## src/hpt_pkg.sv

```systemverilog
// Shared types, codes and helpers for the homogeneous point transform.
package hpt_pkg;

	localparam int unsigned COORD_WIDTH_DEF = 32;
	localparam int unsigned FRAC_BITS_DEF = 16;

	localparam logic [1:0] FUNC_WRITE = 2'd0;
	localparam logic [1:0] FUNC_POINT = 2'd1;
	localparam logic [1:0] FUNC_VECTOR = 2'd2;

	localparam int unsigned FORM_TRANSLATE = 0;
	localparam int unsigned FORM_SCALE = 1;
	localparam int unsigned FORM_ROTATE = 2;
	localparam int unsigned FORM_PERSP = 3;

	typedef struct packed {
		logic load;
		logic issue;
	} mac_ctrl_t;

	typedef struct packed {
		logic done;
		logic sat;
	} div_stat_t;

	function automatic logic is_diag(input logic [3:0] idx);
		return idx[3:2] == idx[1:0];
	endfunction

	function automatic logic [3:0] form_of(input logic [15:0] dev);
		logic [3:0] f;
		f[FORM_TRANSLATE] = dev[3] | dev[7] | dev[11];
		f[FORM_SCALE] = dev[0] | dev[5] | dev[10];
		f[FORM_ROTATE] = dev[1] | dev[2] | dev[4] | dev[6] | dev[8] | dev[9];
		f[FORM_PERSP] = dev[12] | dev[13] | dev[14] | dev[15];
		return f;
	endfunction

endpackage

```

## src/hpt_mac.sv

```systemverilog
// Shared multiply-accumulate unit: one digit product per cycle into a wide accumulator.
module hpt_mac #(
	parameter int unsigned COORD_WIDTH = hpt_pkg::COORD_WIDTH_DEF,
	localparam int unsigned NDIG = (COORD_WIDTH + 31) / 32,
	localparam int unsigned DI_W = (NDIG > 1) ? $clog2(NDIG) : 1,
	localparam int unsigned ACC_W = 2 * COORD_WIDTH + 2
) (
	input  logic                          clk,
	input  logic                          arst_n,
	input  hpt_pkg::mac_ctrl_t            ctrl,
	input  logic [ACC_W-1:0]              init,
	input  logic signed [COORD_WIDTH-1:0] a,
	input  logic signed [COORD_WIDTH-1:0] b,
	input  logic [DI_W-1:0]               da,
	input  logic [DI_W-1:0]               db,
	output logic [ACC_W-1:0]              acc
);

	localparam int unsigned DIG_W = (COORD_WIDTH + NDIG - 1) / NDIG;
	localparam int unsigned MAG_W = NDIG * DIG_W;
	localparam int unsigned DS_W = DI_W + 1;

	logic [COORD_WIDTH-1:0] abs_a;
	logic [COORD_WIDTH-1:0] abs_b;
	logic [DIG_W-1:0]       dig_a;
	logic [DIG_W-1:0]       dig_b;
	logic [ACC_W-1:0]       addend;

	logic                v_s1;
	logic                neg_s1;
	logic [MAG_W-1:0]    mag_a_s1;
	logic [MAG_W-1:0]    mag_b_s1;
	logic [DI_W-1:0]     da_s1;
	logic [DI_W-1:0]     db_s1;
	logic                v_s2;
	logic                neg_s2;
	logic [2*DIG_W-1:0]  prod_s2;
	logic [DS_W-1:0]     dsum_s2;
	logic [ACC_W-1:0]    acc_q;

	assign abs_a = a[COORD_WIDTH-1] ? (~a + 1'b1) : a;
	assign abs_b = b[COORD_WIDTH-1] ? (~b + 1'b1) : b;
	assign dig_a = mag_a_s1[da_s1 * DIG_W +: DIG_W];
	assign dig_b = mag_b_s1[db_s1 * DIG_W +: DIG_W];
	assign addend = ACC_W'(prod_s2) << (dsum_s2 * DIG_W);
	assign acc = acc_q;

	always_ff @(posedge clk or negedge arst_n) begin
		if (!arst_n) begin
			v_s1 <= 1'b0;
			neg_s1 <= 1'b0;
			mag_a_s1 <= '0;
			mag_b_s1 <= '0;
			da_s1 <= '0;
			db_s1 <= '0;
			v_s2 <= 1'b0;
			neg_s2 <= 1'b0;
			prod_s2 <= '0;
			dsum_s2 <= '0;
			acc_q <= '0;
		end else begin
			v_s1 <= ctrl.issue;
			neg_s1 <= a[COORD_WIDTH-1] ^ b[COORD_WIDTH-1];
			mag_a_s1 <= MAG_W'(abs_a);
			mag_b_s1 <= MAG_W'(abs_b);
			da_s1 <= da;
			db_s1 <= db;
			v_s2 <= v_s1;
			neg_s2 <= neg_s1;
			prod_s2 <= (2 * DIG_W)'(dig_a) * (2 * DIG_W)'(dig_b);
			dsum_s2 <= DS_W'(da_s1) + DS_W'(db_s1);
			if (ctrl.load) begin
				acc_q <= init;
			end else if (v_s2) begin
				acc_q <= acc_q + (addend ^ {ACC_W{neg_s2}}) + ACC_W'(neg_s2);
			end
		end
	end

	a_load_drained: assert property (@(posedge clk) disable iff (!arst_n)
		ctrl.load |-> !v_s1 && !v_s2)
		else $error("accumulator loaded while products are in flight");

endmodule

```

## config.mk

```make
export PLATFORM = sky130hd
export DESIGN_NAME = hpt_mac
export DESIGN_NICKNAME = d
export VERILOG_FILES = /design/src/hpt_pkg.sv /design/src/hpt_mac.sv
export SDC_FILE = /design/constraint.sdc
export NUM_CORES = 2
export LEC_CHECK = 0
export BUFFER_PORTS_ARGS = -buffer_cell sky130_fd_sc_hd__buf_2
export CAP_MARGIN = 20
export CORE_MARGIN = 10
export CORE_UTILIZATION = 30
export DETAILED_ROUTE_END_ITERATION = 7
export PLACE_DENSITY = 0.53
export SYNTH_ARGS = -nofsm -noshare
export SYNTH_HDL_FRONTEND = slang
export SYNTH_SLANG_ARGS = --single-unit
export TNS_END_PERCENT = 5
```

## constraint.sdc

```tcl
create_clock -name clk -period 9.6 [get_ports clk]
set_input_delay 1.44 -clock clk [delete_from_list [all_inputs] [get_ports clk]]
set_output_delay 1.44 -clock clk [all_outputs]
set_load 0.01 [all_outputs]
```

Word-level counts from Yosys, hierarchy flattened
Index checks and enable logic that the tools add are counted.

$add $sub $neg: 5. Multipliers: 1. Shifts and indexed selects: 3. Multiplexer cells: 4. Bitwise operators: 4. Reductions and logical operators: 1.

Operators by type and width (number): $mux W66 (2); $add A66 B1 Y66 (1); $add A66 B66 Y66 (1); $shl A64 B7 Y66 (1); $xor A66 B66 Y66 (1); $add A32 B1 Y32 const B (2); $mul A32 B32 Y64 (1); $mux W32 (2); $not A32 Y32 (2); $shiftx A32 B7 Y32 (2); $add A1 B1 Y2 (1); $reduce_bool A2 Y1 (1); $xor A1 B1 Y1 (1).

Bits in registers: 202. Bits of input ports: 136. Output and inout port bits: 66. Logic and storage cells: 29.

Longest topological paths before layout
Depth in word-level cells: 6. Gate-level depth with buffers: 33. Depth with buffers taken out: 28.

Least setup slack after synthesis
No wires, ideal clock.

Kind: register to register. Start point: register da_s1. End point: register prod_s2[63]. Library setup time: 0.080 ns. Arrival time: 7.978 ns. Data required time: 9.520 ns. Setup slack: 1.543 ns. Stages on the path, launching flop included: 29. Buffers on the path: 5. Period minus slack after synthesis: 8.057 ns. Path through: dfrtp_1 > clkbuf_1 > clkbuf_1 > nand2b_1 > clkbuf_1 > buf_1 > nor2_1 > fa_1 > inv_1 > fa_1 > fa_1 > fa_1 > inv_1 > fa_1 > fa_1 > fa_1 > fa_1 > ha_1 > clkbuf_1 > nand2_1 > o21a_1 > and3_1 > a31oi_1 > a31oi_1 > o21ba_2 > nor4b_1 > o211ai_1 > o21ai_0 > xnor2_1.

Word-level cells in the longest chain between the ends: 2.

Ends and longest elaborated chain: start, declared (line hpt_mac.sv:33) `logic [DI_W-1:0] da_s1;`; start signal, assigned (line hpt_mac.sv:54) `da_s1 <= '0;`; start signal, assigned (line hpt_mac.sv:66) `da_s1 <= da;`; $shiftx A32 B7 Y32 (line hpt_mac.sv:43) `assign dig_a = mag_a_s1[da_s1 * DIG_W +: DIG_W];`; $mul A32 B32 Y64 (line hpt_mac.sv:70) `prod_s2 <= (2 * DIG_W)'(dig_a) * (2 * DIG_W)'(dig_b);`; end signal, assigned (line hpt_mac.sv:70); end, declared (line hpt_mac.sv:37) `logic [2*DIG_W-1:0] prod_s2;`.

No other way between the ends. A chain may end at the register's enable or synchronous reset.

Worst setup path after layout
Start point: register db_s1. End point: register prod_s2[62].

Word-level cells in the longest chain between the ends: 2.

Ends and longest elaborated chain: start, declared (line hpt_mac.sv:34) `logic [DI_W-1:0] db_s1;`; start signal, assigned (line hpt_mac.sv:55) `db_s1 <= '0;`; start signal, assigned (line hpt_mac.sv:67) `db_s1 <= db;`; $shiftx A32 B7 Y32 (line hpt_mac.sv:44) `assign dig_b = mag_b_s1[db_s1 * DIG_W +: DIG_W];`; $mul A32 B32 Y64 (line hpt_mac.sv:70).

No other way between the ends.

==> metrics.txt <==
outcome complete, no violations; clock sinks 202; final routed wirelength across all metal layers 168.3 mm; Post-Layout Cell Count 7298; type of the worst min-delay path reg2reg; share of the synthesized area in the top cell type 0.3959; global route total overflow 0; data arrival time of the critical path 9.41 ns; number of primary I/O pins 202; Clock H-tree levels 1; Post-Synthesis Net Count 6562; fraction of registers with async set or reset after synthesis 1.000; hold buffer count at CTS 0; CP max-delay cell sky130_fd_sc_hd__nand2b_1; final hold vios 0; Final Net Count 6628; maximum fanout along the worst path 39; initial antenna violation count 4; Pwr Density 275.8 nW/um^2; vias per cell 4.982; 1st-iter DRT viols 3246; longest individual stage delay on the worst path 0.96 ns; Worst-Skew Late Latency 0.59 ns; setup TNS 0 ns; mapped cell area 45360 sq um; HPWL Detailed 140.5 mm; total global-route track usage 0.1977; Maximum Capacitance Violations 0; part of the cycle the worst path needs 0.9327; share of post-route cells with drive strength above 1 0.08273; CTS clock-pin slew for the worst setup and hold paths 0.06 ns; count of final setup violators 0; top cells by area in the synthesized netlist sky130_fd_sc_hd__fa_1 40%, sky130_fd_sc_hd__dfrtp_1 11%, sky130_fd_sc_hd__ha_1 9.1%; Post-Route Skew 0.02521 ns; via total after detailed routing 36361; IR drop worst, VDD 0.0002383 V; Die W 408.9 um; count of input and output buffers 201; Yosys cell types 76; largest net degree at the start of global routing 93; Placer Congestion 0.9725; Die Area 167200 sq um; CP Data Required Time 10.05 ns; number of placed instances, taps included 7255; Root Buffer sky130_fd_sc_hd__clkbuf_16; mean cell area of the mapped netlist 8.725 sq um; most instantiated library cell after synthesis sky130_fd_sc_hd__fa_1; leakage power 0.02415 uW; effective utilization at floorplan 0.3022; TritonCTS clock tree built; global-route wire length before repair 251.5 mm; number of instances in the synthesized netlist 5199; number of antenna-violating nets in the routed design 0; row count 142; Slew Limit Fails 0; kind of end point of the critical path flop; Worst-Margin Slew 1.184 ns; number of global-route vias before repair 38156; worst max-slew margin expressed relative to the limit 0.2072; worst hold margin 0.3571 ns; sequential cell area fraction in the yosys report 0.1114; top post-synthesis cells by count 897 x sky130_fd_sc_hd__fa_1, 882 x sky130_fd_sc_hd__inv_1, 705 x sky130_fd_sc_hd__nor2_1; number of synthesized flops with an enable pin 0; category of the critical setup timing path reg2reg; Placeable Area 150100 sq um; setup repair after global routing missed its margin false; flop and latch count out of synthesis 202; number of buffers created by CTS 24; ANT cells 0; cell type with the highest aggregate area in the netlist sky130_fd_sc_hd__fa_1; P&R area growth vs syn 9.687%; element type at the critical path start flop; Yosys warnings 0; number of search-and-repair iterations in the first detailed-routing pass 5; # Post-CTS Setup Buffers 0; maximum clock frequency 111.7 MHz; number of buffers on the longest clock path 3; number of gates given a new drive strength after cts 0; most frequent CP cell sky130_fd_sc_hd__fa_1; count of unresolved DRC violations after routing 0; average wire length per cell after detail routing 23.06 um; vertical extent of the die 408.9 um; final critical-path required period 8.954 ns; Top FF cell, synth sky130_fd_sc_hd__dfrtp_1
area by class of cell:
cell class              count  area (sq um)
inverters                 882          3311
multi-input cells        3800         35840
repair buffers            355          2178
fillers                 15729        100400
clock buffers              29         649.4
clock inverters            14         190.2
well taps                2016          2522
flip-flops and latches    202          5064
cells in the final DEF, fill, tap and decap left out, types with 81 or more instances in the layout:
| master | instances |
|---|---|
| sky130_fd_sc_hd__buf_2 | 199 |
| sky130_fd_sc_hd__dfrtp_1 | 197 |
| sky130_fd_sc_hd__nand2_1 | 627 |
| sky130_fd_sc_hd__ha_1 | 330 |
| sky130_fd_sc_hd__a21o_1 | 86 |
| sky130_fd_sc_hd__inv_1 | 882 |
| sky130_fd_sc_hd__buf_4 | 154 |
| sky130_fd_sc_hd__o21ai_0 | 140 |
| sky130_fd_sc_hd__fa_1 | 897 |
| sky130_fd_sc_hd__a21oi_1 | 152 |
| sky130_fd_sc_hd__nor2_1 | 704 |
| sky130_fd_sc_hd__xnor2_1 | 164 |
| sky130_fd_sc_hd__xor2_1 | 81 |
per-layer routing:
layer / GRT usage / vias to the layer above / share of wire
met4: 0.05639 / 12 / 0.036
met1: 0.2788 / 18247 / 0.44
met5: 0 / - / 0.00046
li1: - / 16068 / -
met3: 0.06520 / 257 / 0.11
met2: 0.2858 / 1777 / 0.41
metrics by stage:
stage / setup slack, ns / instance area, sq um / total power [uW] / util
final: 0.6463 / 49760 / 13720 / 0.3314
after global routing: 0.4265 / 49760 / 15070 / 0.3314
after CTS: 0.8164 / 49760 / 13660 / 0.3314
after detailed placement: 0.7248 / 48920 / 12610 / 0.3258
after global placement: 0.7964 / 48910 / 12610 / 0.3258
after floorplan: 1.543 / 45360 / 9086 / -
logic make-up after synthesis:
family | after synthesis | synth area share
buf+inv | 1197 | 0.09921
xor+xnor | 245 | 0.04730
flops | 202 | 0.1114
mux | 67 | 0.01484
compound gates | 588 | 0.08341
fa+ha+maj | 1227 | 0.4869
simple gates | 1673 | 0.1569
flip-flops by register name (all words and copies together) (netlist names):
signal,cells
da_s1,1
mag_b_s1,32
prod_s2,64
v_s2,1
db_s1,1
neg_s2,1
dsum_s2,2
acc,66
v_s1,1
neg_s1,1
mag_a_s1,32
final timing paths:
kind / startpoint / slack (ns) / to / cells past startpoint
min in group asynchronous: arst_n / 0.81 / mag_a_s1[12] / 1
max in group asynchronous: arst_n / 7.38 / v_s2 / 2
worst min-delay path: neg_s1 / 0.36 / neg_s2 / 0
worst max register to register: db_s1 / 0.65 / prod_s2[62] / 25
worst max-delay path: db_s1 / 0.65 / prod_s2[62] / 25
worst min register to register: neg_s1 / 0.36 / neg_s2 / 0
power by group:
part           internal [uW]  switching (uW)
clock                    569             405
sequential              1200             347
combinational           4330            6870
worst max-delay path: cells and delay by family, from the launching register on:
kind,cells,cell delay (ns)
AO/OA/AOI/OAI,6,1.56
XOR/XNOR,1,0.14
adder cells (fa/ha/maj),9,4.15
buffers and inverters,5,0.59
flip-flops,1,0.78
AND/OR/NAND/NOR,4,1.58
No activity file was read; power rests on OpenSTA's default activity.
