`src/hpt_pkg.sv`:
```
// Shared types, codes and helpers for the homogeneous point transform.
package hpt_pkg;

	localparam int unsigned COORD_WIDTH_DEF = 32;
	localparam int unsigned FRAC_BITS_DEF = 16;

	localparam logic [1:0] FUNC_WRITE = 2'd0;
	localparam logic [1:0] FUNC_POINT = 2'd1;
	localparam logic [1:0] FUNC_VECTOR = 2'd2;

	localparam int unsigned FORM_TRANSLATE = 0;
	localparam int unsigned FORM_SCALE = 1;
	localparam int unsigned FORM_ROTATE = 2;
	localparam int unsigned FORM_PERSP = 3;

	typedef struct packed {
		logic load;
		logic issue;
	} mac_ctrl_t;

	typedef struct packed {
		logic done;
		logic sat;
	} div_stat_t;

	function automatic logic is_diag(input logic [3:0] idx);
		return idx[3:2] == idx[1:0];
	endfunction

	function automatic logic [3:0] form_of(input logic [15:0] dev);
		logic [3:0] f;
		f[FORM_TRANSLATE] = dev[3] | dev[7] | dev[11];
		f[FORM_SCALE] = dev[0] | dev[5] | dev[10];
		f[FORM_ROTATE] = dev[1] | dev[2] | dev[4] | dev[6] | dev[8] | dev[9];
		f[FORM_PERSP] = dev[12] | dev[13] | dev[14] | dev[15];
		return f;
	endfunction

endpackage

```
`src/hpt_div.sv`:
```
// Iterative restoring divider: num * 2^FRAC_BITS / den, rounded half away from zero, saturated.
module hpt_div #(
	parameter int unsigned COORD_WIDTH = hpt_pkg::COORD_WIDTH_DEF,
	parameter int unsigned FRAC_BITS = hpt_pkg::FRAC_BITS_DEF,
	localparam int unsigned ACC_W = 2 * COORD_WIDTH + 2
) (
	input  logic                   clk,
	input  logic                   arst_n,
	input  logic                   start,
	input  logic [ACC_W-1:0]       num,
	input  logic [ACC_W-1:0]       den,
	output logic [COORD_WIDTH-1:0] quo,
	output hpt_pkg::div_stat_t     stat
);

	localparam int unsigned RW = ACC_W + COORD_WIDTH;
	localparam int unsigned CNT_W = $clog2(COORD_WIDTH + 1);
	localparam logic [COORD_WIDTH:0] LIM_NEG = (COORD_WIDTH + 1)'(1) << (COORD_WIDTH - 1);
	localparam logic [COORD_WIDTH:0] LIM_POS = LIM_NEG - (COORD_WIDTH + 1)'(1);
	localparam logic [COORD_WIDTH-1:0] MAX_C = {1'b0, {(COORD_WIDTH - 1){1'b1}}};
	localparam logic [COORD_WIDTH-1:0] MIN_C = {1'b1, {(COORD_WIDTH - 1){1'b0}}};

	typedef enum logic [2:0] {
		D_IDLE,
		D_CHECK,
		D_STEP,
		D_ROUND,
		D_DONE
	} dstate_t;

	dstate_t               st_q;
	logic                  neg_q;
	logic [ACC_W-1:0]      num_abs_q;
	logic [ACC_W-1:0]      den_abs_q;
	logic [RW-1:0]         rem_q;
	logic [COORD_WIDTH:0]  qb_q;
	logic [COORD_WIDTH:0]  qr_q;
	logic [CNT_W-1:0]      cnt_q;
	logic [COORD_WIDTH-1:0] quo_q;
	logic                  sat_q;
	logic                  done_q;

	logic [ACC_W-1:0] num_abs;
	logic [ACC_W-1:0] den_abs;
	logic [RW-1:0]    dshift;
	logic [RW:0]      diff;
	logic             ge;
	logic [RW-1:0]    rem_next;
	logic             ovf;
	logic             over;

	assign num_abs = num[ACC_W-1] ? (~num + 1'b1) : num;
	assign den_abs = den[ACC_W-1] ? (~den + 1'b1) : den;
	assign dshift = RW'(den_abs_q) << (COORD_WIDTH - 1);
	assign diff = {1'b0, rem_q} - {1'b0, dshift};
	assign ge = !diff[RW];
	assign rem_next = ge ? diff[RW-1:0] : rem_q;
	assign ovf = (RW'(num_abs_q) << FRAC_BITS) >= (RW'(den_abs_q) << COORD_WIDTH);
	assign over = qr_q > (neg_q ? LIM_NEG : LIM_POS);

	assign quo = quo_q;
	assign stat.done = done_q;
	assign stat.sat = sat_q;

	always_ff @(posedge clk or negedge arst_n) begin
		if (!arst_n) begin
			st_q <= D_IDLE;
			neg_q <= 1'b0;
			num_abs_q <= '0;
			den_abs_q <= '0;
			rem_q <= '0;
			qb_q <= '0;
			qr_q <= '0;
			cnt_q <= '0;
			quo_q <= '0;
			sat_q <= 1'b0;
			done_q <= 1'b0;
		end else begin
			done_q <= 1'b0;
			unique case (st_q)
				D_IDLE: begin
					if (start) begin
						num_abs_q <= num_abs;
						den_abs_q <= den_abs;
						neg_q <= num[ACC_W-1] ^ den[ACC_W-1];
						st_q <= D_CHECK;
					end
				end
				D_CHECK: begin
					if (ovf) begin
						quo_q <= neg_q ? MIN_C : MAX_C;
						sat_q <= 1'b1;
						done_q <= 1'b1;
						st_q <= D_IDLE;
					end else begin
						rem_q <= RW'(num_abs_q) << FRAC_BITS;
						qb_q <= '0;
						cnt_q <= '0;
						st_q <= D_STEP;
					end
				end
				D_STEP: begin
					rem_q <= rem_next << 1;
					qb_q <= {qb_q[COORD_WIDTH-1:0], ge};
					if (cnt_q == CNT_W'(COORD_WIDTH)) begin
						st_q <= D_ROUND;
					end else begin
						cnt_q <= cnt_q + CNT_W'(1);
					end
				end
				D_ROUND: begin
					qr_q <= {1'b0, qb_q[COORD_WIDTH:1]} + (COORD_WIDTH + 1)'(qb_q[0]);
					st_q <= D_DONE;
				end
				D_DONE: begin
					if (over) begin
						quo_q <= neg_q ? MIN_C : MAX_C;
					end else if (neg_q) begin
						quo_q <= (~qr_q[COORD_WIDTH-1:0]) + 1'b1;
					end else begin
						quo_q <= qr_q[COORD_WIDTH-1:0];
					end
					sat_q <= over;
					done_q <= 1'b1;
					st_q <= D_IDLE;
				end
				default: st_q <= D_IDLE;
			endcase
		end
	end

	a_start_idle: assert property (@(posedge clk) disable iff (!arst_n)
		start |-> st_q == D_IDLE)
		else $error("division started while busy");

endmodule

```
`config.mk`:
```
export PLATFORM = sky130hd
export DESIGN_NAME = hpt_div
export DESIGN_NICKNAME = d
export VERILOG_FILES = /design/src/hpt_pkg.sv /design/src/hpt_div.sv
export SDC_FILE = /design/constraint.sdc
export NUM_CORES = 1
export LEC_CHECK = 0
export BUFFER_PORTS_ARGS = -buffer_cell sky130_fd_sc_hd__buf_2
export CORE_UTILIZATION = 50
export CTS_BUF_LIST = sky130_fd_sc_hd__clkbuf_4
export CTS_CLUSTER_DIAMETER = 30
export DETAILED_ROUTE_END_ITERATION = 10
export PLACE_DENSITY = 0.76
export SYNTH_ARGS = -nofsm -noshare
export SYNTH_HDL_FRONTEND = slang
export SYNTH_SLANG_ARGS = --single-unit
export TNS_END_PERCENT = 30
```
`constraint.sdc`:
```
create_clock -name clk -period 10.4 [get_ports clk]
set_clock_uncertainty 0.1 [all_clocks]
set_input_delay 2.6 -clock clk [delete_from_list [all_inputs] [get_ports clk]]
set_output_delay 2.6 -clock clk [all_outputs]
set_load 0.01 [all_outputs]
```
# After elaboration in Yosys (flattened, before gate mapping)

Index checks and enable logic that the tools add are counted.

Register bits: 340
Bits of input ports: 135
Output and inout bits: 34
Logic and storage cells: 66

$add $sub $neg: 6
Order comparisons: 2
Eq/ne operators: 10
Mux-type cells: 24
Bitwise gates (word level): 4
Reductions and logical operators: 9

Operator list:

| cell                                                                  | count |
|---|---|
| 98-bit one-hot mux with 2 select lines                                | 1 |
| 32-bit 2-to-1 mux                                                     | 5 |
| 66-bit by 1-bit adder with 66-bit output, second input constant       | 2 |
| 66-bit 2-to-1 mux                                                     | 2 |
| 66-bit NOT                                                            | 2 |
| 98-bit by 97-bit subtractor with 99-bit output                        | 1 |
| 82-bit by 98-bit >= comparator with 1-bit output                      | 1 |
| 98-bit 2-to-1 mux                                                     | 1 |
| 97-bit 2-to-1 mux                                                     | 1 |
| 33-bit one-hot mux with 2 select lines                                | 1 |
| 32-bit one-hot mux with 2 select lines                                | 1 |
| 32-bit by 1-bit adder with 33-bit output                              | 1 |
| 33-bit by 32-bit > comparator with 1-bit output                       | 1 |
| 33-bit 2-to-1 mux                                                     | 1 |
| 32-bit by 1-bit adder with 32-bit output, second input constant       | 1 |
| 32-bit NOT                                                            | 1 |
| 6-bit 2-to-1 mux                                                      | 2 |
| 3-bit one-hot mux with 4 select lines                                 | 1 |
| 6-bit one-hot mux with 2 select lines                                 | 1 |
| 2-bit inequality test, second input constant                          | 5 |
| 2-bit AND reduction                                                   | 4 |
| 6-bit by 1-bit adder with 6-bit output, second input constant         | 1 |
| 3-bit by 2-bit equality test with 1-bit output, second input constant | 2 |
| 6-bit equality test, second input constant                            | 1 |
| 11 further kinds                                                      | 15 |

# Logic depth before layout (Yosys ltp)

Gate-level depths: netlist of the first run.

Depth after elaboration: 5
Mapped depth: 15
Gate-level depth less buffers: 13

# Worst setup path after synthesis of the first run

OpenSTA, ideal clock, no wires.

Kind: input port to flip-flop
Start point: input port den[18]
End point: register den_abs_q[63]
Arrival: 5.408 ns
Data required time: 10.171 ns
Setup slack: 4.763 ns
Stages: 10
Cells stage by stage: or4_4 > nor4_4 > or4b_4 > nor4_4 > nand4_2 > or3_4 > or3_4 > o31ai_4 > xor2_1 > o21ai_1

Cells in the longest elaborated chain, start to end: 3

Ends and longest elaborated chain:

| what                                     | RTL line      | text |
|---|---|---|
| start, declared                          | hpt_div.sv:11 | `input logic [ACC_W-1:0] den,` |
| 66-bit NOT                               | hpt_div.sv:53 | `assign den_abs = den[ACC_W-1] ? (~den + 1'b1) : den;` |
| 66-bit by 1-bit adder with 66-bit output | hpt_div.sv:53 |  |
| 66-bit 2-to-1 mux                        | hpt_div.sv:53 |  |
| end signal, assigned                     | hpt_div.sv:84 | `den_abs_q <= den_abs;` |
| end, declared                            | hpt_div.sv:34 | `logic [ACC_W-1:0] den_abs_q;` |

Every way passes these cells.
A chain may end at the register's enable or synchronous reset.

# Worst setup path after layout of the first run

Start point: input port num[12]
End point: register num_abs_q[51]

Cells in the longest elaborated chain, start to end: 3

Ends and longest elaborated chain:

| what                                     | RTL line      | text |
|---|---|---|
| start, declared                          | hpt_div.sv:10 | `input logic [ACC_W-1:0] num,` |
| 66-bit NOT                               | hpt_div.sv:52 | `assign num_abs = num[ACC_W-1] ? (~num + 1'b1) : num;` |
| 66-bit by 1-bit adder with 66-bit output | hpt_div.sv:52 |  |
| 66-bit 2-to-1 mux                        | hpt_div.sv:52 |  |
| end signal, assigned                     | hpt_div.sv:83 | `num_abs_q <= num_abs;` |
| end, declared                            | hpt_div.sv:33 | `logic [ACC_W-1:0] num_abs_q;` |

Every way passes these cells.

==> reports/qor.csv, run 1 <==
stage,metric,value,unit
grt,largest net degree at the start of global routing,251,
cells_and_area,Final Util,56.1,%
synth,YS warnings,0,
pwr,Leak,11.8,nW
clock_network,clk slew on worst S/H paths,0.06,ns
synth,Post-synth EDFFs,0,
grt,initial antenna violation count,4,
route,final routed DRC violation total,0,
synth,area share of the largest cell type after synthesis,34.8,%
critical_path,CP max-delay cell,or4b_1,
route,vias per cell,5.96,
synth,ys flop type,dfrtp_1,
floorplanning,Std-Cell Rows,78,
synth,Post-Syn Instances,2822,
critical_path,path type of the worst setup path,input port to flip-flop,
route,Pre-antenna DRT Iters,5,
critical_path,"Req. time, crit path",10.97,ns
cells_and_area,Sequential Area,8110,µm²
sta,fmax,185,MHz
floorplanning,Die Y,218,µm
synth,Yosys top cell by area,dfrtp_1,
placed_design,I/O Buffers,168,
floorplanning,IO Pins,169,
cells_and_area,Final Non-Filler Cells,3612,
pwr,VDD IR-drop max,0.000208,V
floorplanning,Starting Density,51.1,%
clock_network,total CTS buffers,92,
clock_network,CTS root buf,clkbuf_4,
worst_hold_path,worst min-delay path class,flip-flop to flip-flop,
route,post-route ant nets,0,
placed_design,Placer Congestion,0.944,
outcome,status,completed,
route,Vias,21500,
cells_and_area,Final Cell Area,25600,µm²
critical_path,Crit. End Element,flip-flop,
synth,sequential cell area fraction in the yosys report,34.8,%
critical_path,worst path cell trace,"buf_2, or4_4, nor4_2, or4b_1, or3_1, or2_2, nand2b_4, nand2b_1, o31ai_1, xor2_1, o21ai_0",
pwr,Gate power share,61.6,%
grt,Congestion Overflow GR,0,
synth,"Distinct cells, synth",84,
synth,Synth Cell Area,23300,µm²
pwr,Pwr per Cell Area,339,nW/µm²
sta,actual slew at the worst max-slew pin,1.24,ns
synth,#FFs+latches synth,324,
sta,RSZ-0062 raised after global routing,no,
clock_network,"Clk Latency, worst-skew pair",0.88,ns
placed_design,dpl cell area,24500,µm²
critical_path,Critical Path Max Stage Delay,0.66,ns
synth,Synthesized Nets,3113,
sta,final hold vios,0,
pwr,switching part of the total,49.5,%
critical_path,worst-path maximum fanout,6,
critical_path,Bufs and invs on worst path,1,
placed_design,Placed Cells,3446,
synth,"top cells by area, synth","dfrtp_1 (35%), ha_1 (8.3%), o21ai_0 (7.3%), nand2_1 (6.8%), xor2_1 (6.1%)",
grt,first-pass GRT wire length,104000,µm
sta,max-slew violation count,0,
cells_and_area,Multi-input gate area,14200,µm²
placed_design,dpl hpwl,47700,µm
sta,fin crit share,52.0,%
pwr,Int Pwr,0.00438,W
pwr,Reg power frac,25.1,%
cells_and_area,# fillers,4226,
clock_network,# resized after CTS,0,
clock_network,clk buf depth,3,
critical_path,crit start category,input port,
sta,final setup TNS,0,ns
clock_network,# hold bufs at CTS,0,
pwr,total chip power,0.00868,W
cells_and_area,layout net count,3231,
clock_network,CTS tree,done,
synth,"count leader, synth",nand2_1,
critical_path,CP arrival,5.97,ns
synth,Avg Inst Size Synth,8.26,µm²
clock_network,setup repair bufs after CTS,0,
floorplanning,die width,218,µm
cells_and_area,Layout area overhead,9.94,%
floorplanning,Core ar.,45700,µm²
pwr,Clock Power Share,13.3,%
grt,vias in the first global route,20500,
run,Max-Cap Viols,0,
route,routed wire length,64300,µm
cells_and_area,layout cells sized above 1,12.3,%
sta,Rel. slew slack,17.5,%
pwr,Net Switching,0.00430,W
sta,final setup violation count,0,
synth,Post-synth ARST share,100,%
sta,Final min period,5.41,ns
grt,GRT Overall Usage,27.1,%
critical_path,CP top delay family,simple AND/OR/NAND/NOR gates,
synth,synth cell count leaders,"nand2_1 (422), o21ai_0 (338), dfrtp_1 (324)",
route,drt first-iter violations,1671,
clock_network,Sink Count,324,
floorplanning,area of the die,47500,µm²
route,wire per inst,17.8,µm
clock_network,# H-tree levels,3,
[layout by cell type, fill, tap and decap left out, types with 8 or more instances in the layout]
cell      count
nand2_1     421
o21ai_0     338
dfrtp_1     324
a21oi_1     177
buf_2       167
xor2_1      163
ha_1        155
nor2_1      153
clkbuf_4    119
inv_1       110
a21o_1       76
xnor2_1      58
o31ai_1      57
nand4_1      56
mux2i_1      55
nor3_1       54
nand3_1      45
a211oi_1     41
or3_1        37
nor4_1       28
or4_1        22
o41ai_1      21
a21boi_0     21
clkinv_1     21
nand2b_1     20
o22ai_1      19
nor2b_1      17
buf_4        16
a31oi_1      15
o211ai_1     15
and3_1       14
o21bai_1     12
clkinv_2     12
a22oi_1      10
o21a_1        9
or2_2         8
o22a_1        8
[cell families (layout without fill, tap and decap cells)]
group,count (synthesis),after routing,share of synthesized area [%]
AND/OR/NAND/NOR,911,911,18.4
other,0,7,0
flip-flops,324,324,34.8
buffers and inverters,273,456,4.43
multiplexers,61,61,2.65
adder cells (fa/ha/maj),156,156,8.40
XOR/XNOR,221,221,8.30
AO/OA/AOI/OAI,876,876,23.1
[flip-flops by register name (all words and copies together), names as in the netlist, 3 cells and up]
signal,flops
den_abs_q,66
rem_q,82
quo,32
cnt_q,6
qb_q,33
num_abs_q,66
st_q,3
qr_q,33
[area by class of cell]
type	instances	share of cell area [%]
antenna	7	0.0683
clock buffer	119	3.48
timing repair buffer	185	3.87
clock inverter	40	0.903
sequential	324	31.6
multi-input combinational	2225	55.5
tap	600	2.93
inverter	112	1.64
[path summary, 6_finish.rpt]
check                                          from                        end  slack [ns]  cells past startpoint
min in group asynchronous                    arst_n         quo[3]$_DFFE_PN0P_        1.63                      1
max in group asynchronous                    arst_n      rem_q[69]$_DFFE_PN0P_        6.97                      2
max reg2reg                den_abs_q[1]$_DFFE_PN0P_      rem_q[38]$_DFFE_PN0P_        5.35                     14
min reg2reg                     quo[16]$_DFFE_PN0P_        quo[16]$_DFFE_PN0P_        0.37                      2
min                             quo[16]$_DFFE_PN0P_        quo[16]$_DFFE_PN0P_        0.37                      2
max                                         num[12]  num_abs_q[51]$_DFFE_PN0P_        4.99                     11
[per-layer routing]
layer  track usage [%]  wire (µm)
met4              12.1       2450
met3              4.49       3570
met1              35.6      28300
met5                 0          0
met2              43.9      30000
[through the flow]
stage | hold WS (ns) | setup WS, ns
floorplan | 0.350 | 4.76
global placement | 0.357 | 4.31
detailed placement | 0.364 | 4.19
CTS | 0.377 | 5.08
global route | 0.394 | 4.89
finish | 0.370 | 4.99
[power by group through the flow]
stage / Sequential, W / Clock (W) / Combinational, W
final: 0.00218 / 0.00115 / 0.00535
after floorplan: 0.00208 / 0 / 0.00402
after detailed placement: 0.00219 / 0 / 0.00524
after CTS: 0.00217 / 0.00119 / 0.00528
after global placement: 0.00217 / 0 / 0.00512
after global routing: 0.00224 / 0.00126 / 0.00595
[tightest hold or removal path, cell delays in order, from the launching register on]
cell	delay, ns
dfrtp_1	0.34
nand2_1	0.04
o21ai_0	0.05
(Power assumes the default switching activity.)
==> run 2: changes to the inputs <==
PLACE_DENSITY = 0.79   (was 0.76)
clock period = 4.4 ns   (was 10.4 ns; I/O delays follow)
==> reports/qor.csv, run 2 (synthesis gave the netlist of run 1 again) <==
stage,metric,value,unit,change
sta,Final min period,4.08,ns,
cells_and_area,most frequent cells in the layout,"nand2_1 (421), o21ai_0 (338), dfrtp_1 (323), a21oi_1 (177), buf_2 (167)",,
clock_network,"Clk Latency, worst-skew pair",0.86,ns,-0.02 ns
sta,fin crit share,92.7,%,
floorplanning,IO Pins,169,,unchanged
sta,final setup TNS,0,ns,unchanged
critical_path,worst-path maximum fanout,5,,-1
cells_and_area,Final Util,57.5,%,+1.4 points
cells_and_area,layout cells sized above 1,14.5,%,+2.2 points
cells_and_area,Layout area overhead,12.7,%,
floorplanning,Std-Cell Rows,78,,unchanged
clock_network,# hold bufs at CTS,0,,unchanged
pwr,Leak,12.1,nW,+3.3%
clock_network,Sink Count,324,,unchanged
placed_design,Placed Cells,3515,,+2.0%
cells_and_area,"commonest non-fill, non-tap cell in the layout",nand2_1,,
grt,largest net degree at the start of global routing,153,,-39%
grt,GRT Overall Usage,27.9,%,+0.79 points
placed_design,I/O Buffers,168,,unchanged
sta,RSZ-0062 raised after global routing,no,,
route,wire per inst,18.0,µm,+1.0%
floorplanning,Starting Density,51.1,%,unchanged
pwr,VDD IR-drop max,0.000344,V,+65%
floorplanning,Die Y,218,µm,unchanged
sta,max-slew violation count,0,,unchanged
route,final routed DRC violation total,0,,unchanged
worst_hold_path,worst min-delay path class,input port to async pin,,
critical_path,cells on worst reg2reg path,13,,-1
run,Max-Cap Viols,0,,unchanged
placed_design,dpl hpwl,49900,µm,+4.7%
sta,final setup violation count,0,,unchanged
grt,initial antenna violation count,2,,-2
cells_and_area,# fillers,4200,,-0.62%
clock_network,CTS root buf,clkbuf_4,,
cells_and_area,Final Non-Filler Cells,3678,,+1.8%
critical_path,path type of the worst setup path,flip-flop to flip-flop,,
clock_network,clk slew on worst S/H paths,0.06,ns,about the same
cells_and_area,layout net count,3303,,+2.2%
grt,first-pass GRT wire length,107000,µm,+2.9%
clock_network,# H-tree levels,3,,unchanged
grt,Congestion Overflow GR,0,,unchanged
cells_and_area,max reg flops,82,,unchanged
route,drt first-iter violations,1633,,-2.3%
critical_path,"Req. time, crit path",5.04,ns,-5.93 ns
clock_network,total CTS buffers,95,,+3.3%
route,routed wire length,66200,µm,+2.9%
sta,final hold vios,0,,unchanged
placed_design,Placer Congestion,0.964,,+2.2%
route,Vias,21900,,+1.6%
outcome,status,completed,,
floorplanning,area of the die,47500,µm²,unchanged
cells_and_area,Biggest register,rem_q,,
sta,fmax,245,MHz,
clock_network,clk buf depth,3,,unchanged
floorplanning,die width,218,µm,unchanged
placed_design,dpl cell area,25100,µm²,+2.4%
pwr,Pwr per Cell Area,806,nW/µm²,+140%
clock_network,CTS tree,done,,
floorplanning,Core ar.,45700,µm²,unchanged
critical_path,CP arrival,4.72,ns,-1.25 ns
route,vias per cell,5.95,,-0.24%
clock_network,setup repair bufs after CTS,0,,unchanged
critical_path,Crit. End Element,flip-flop,,
critical_path,crit start category,flip-flop,,
route,Pre-antenna DRT Iters,6,,+1
grt,vias in the first global route,21400,,+4.0%
sta,actual slew at the worst max-slew pin,1.00,ns,-0.236 ns
cells_and_area,largest registers,"rem_q (82), den_abs_q (66), num_abs_q (66)",,
route,post-route ant nets,0,,unchanged
sta,Rel. slew slack,33.3,%,+16 points
clock_network,# resized after CTS,0,,unchanged
cells_and_area,Final Cell Area,26300,µm²,+2.5%
run 2: worst paths after layout:
| check | from | endpoint | slack [ns] |
|---|---|---|---|
| worst max-delay path | rem_q[31]$_DFFE_PN0P_ | rem_q[78]$_DFFE_PN0P_ | 0.32 |
| max in group asynchronous | arst_n | den_abs_q[40]$_DFFE_PN0P_ | 3.00 |
| worst max register to register | rem_q[31]$_DFFE_PN0P_ | rem_q[78]$_DFFE_PN0P_ | 0.32 |
| worst min register to register | quo[25]$_DFFE_PN0P_ | quo[25]$_DFFE_PN0P_ | 0.37 |
| worst min-delay path | arst_n | quo[8]$_DFFE_PN0P_ | 0.14 |
| min in group clk | quo[25]$_DFFE_PN0P_ | quo[25]$_DFFE_PN0P_ | 0.37 |
run 2: metrics by stage:
stage / hold WS [ns] / worst slack (ns) / power (W)
finish: 0.141 / 0.322 / 0.0212
global route: 0.170 / 0.102 / 0.0230
CTS: 0.108 / 0.408 / 0.0211
detailed placement: 0.363 / -0.0858 / 0.0181
global placement: 0.357 / -0.0886 / 0.0177
floorplan: 0.350 / 0.128 / 0.0144
run 2: final cells by class:
| class | instances | area, µm² | area share (%) |
|---|---|---|---|
| antenna | 2 | 5.00 | 0.0190 |
| clock inverter | 28 | 204 | 0.776 |
| multi-input combinational | 2225 | 14200 | 54.1 |
| inverter | 112 | 420 | 1.60 |
| sequential | 324 | 8110 | 30.9 |
| tap | 600 | 751 | 2.86 |
| clock buffer | 133 | 998 | 3.80 |
| timing repair buffer | 254 | 1570 | 5.98 |
run 2: worst max-delay path, cell delays in order, from the launching register on:
cell and delay, ns:
dfrtp_1 0.36, inv_1 0.07, ha_1 0.22, fa_1 0.39, nor2b_1 0.23, o211ai_1 0.16
a31oi_1 0.30, a21oi_1 0.22, a21bo_2 0.29, a21oi_1 0.44, o211a_1 0.33, nor4_1 0.06
or4b_2 0.65, a22oi_1 0.19
run 2: routing by layer:
layer	vias to the layer above	wire length, µm	track usage, %
met2	684	31500	46.4
met3	154	3480	4.02
met1	10500	28600	35.6
li1	10600	-	-
met4	0	2560	13.3
met5	-	0	0
run 2: where the power goes:
part	switching [W]	internal (W)
clock	0.00135	0.00156
sequential	0.00103	0.00417
combinational	0.00792	0.00516
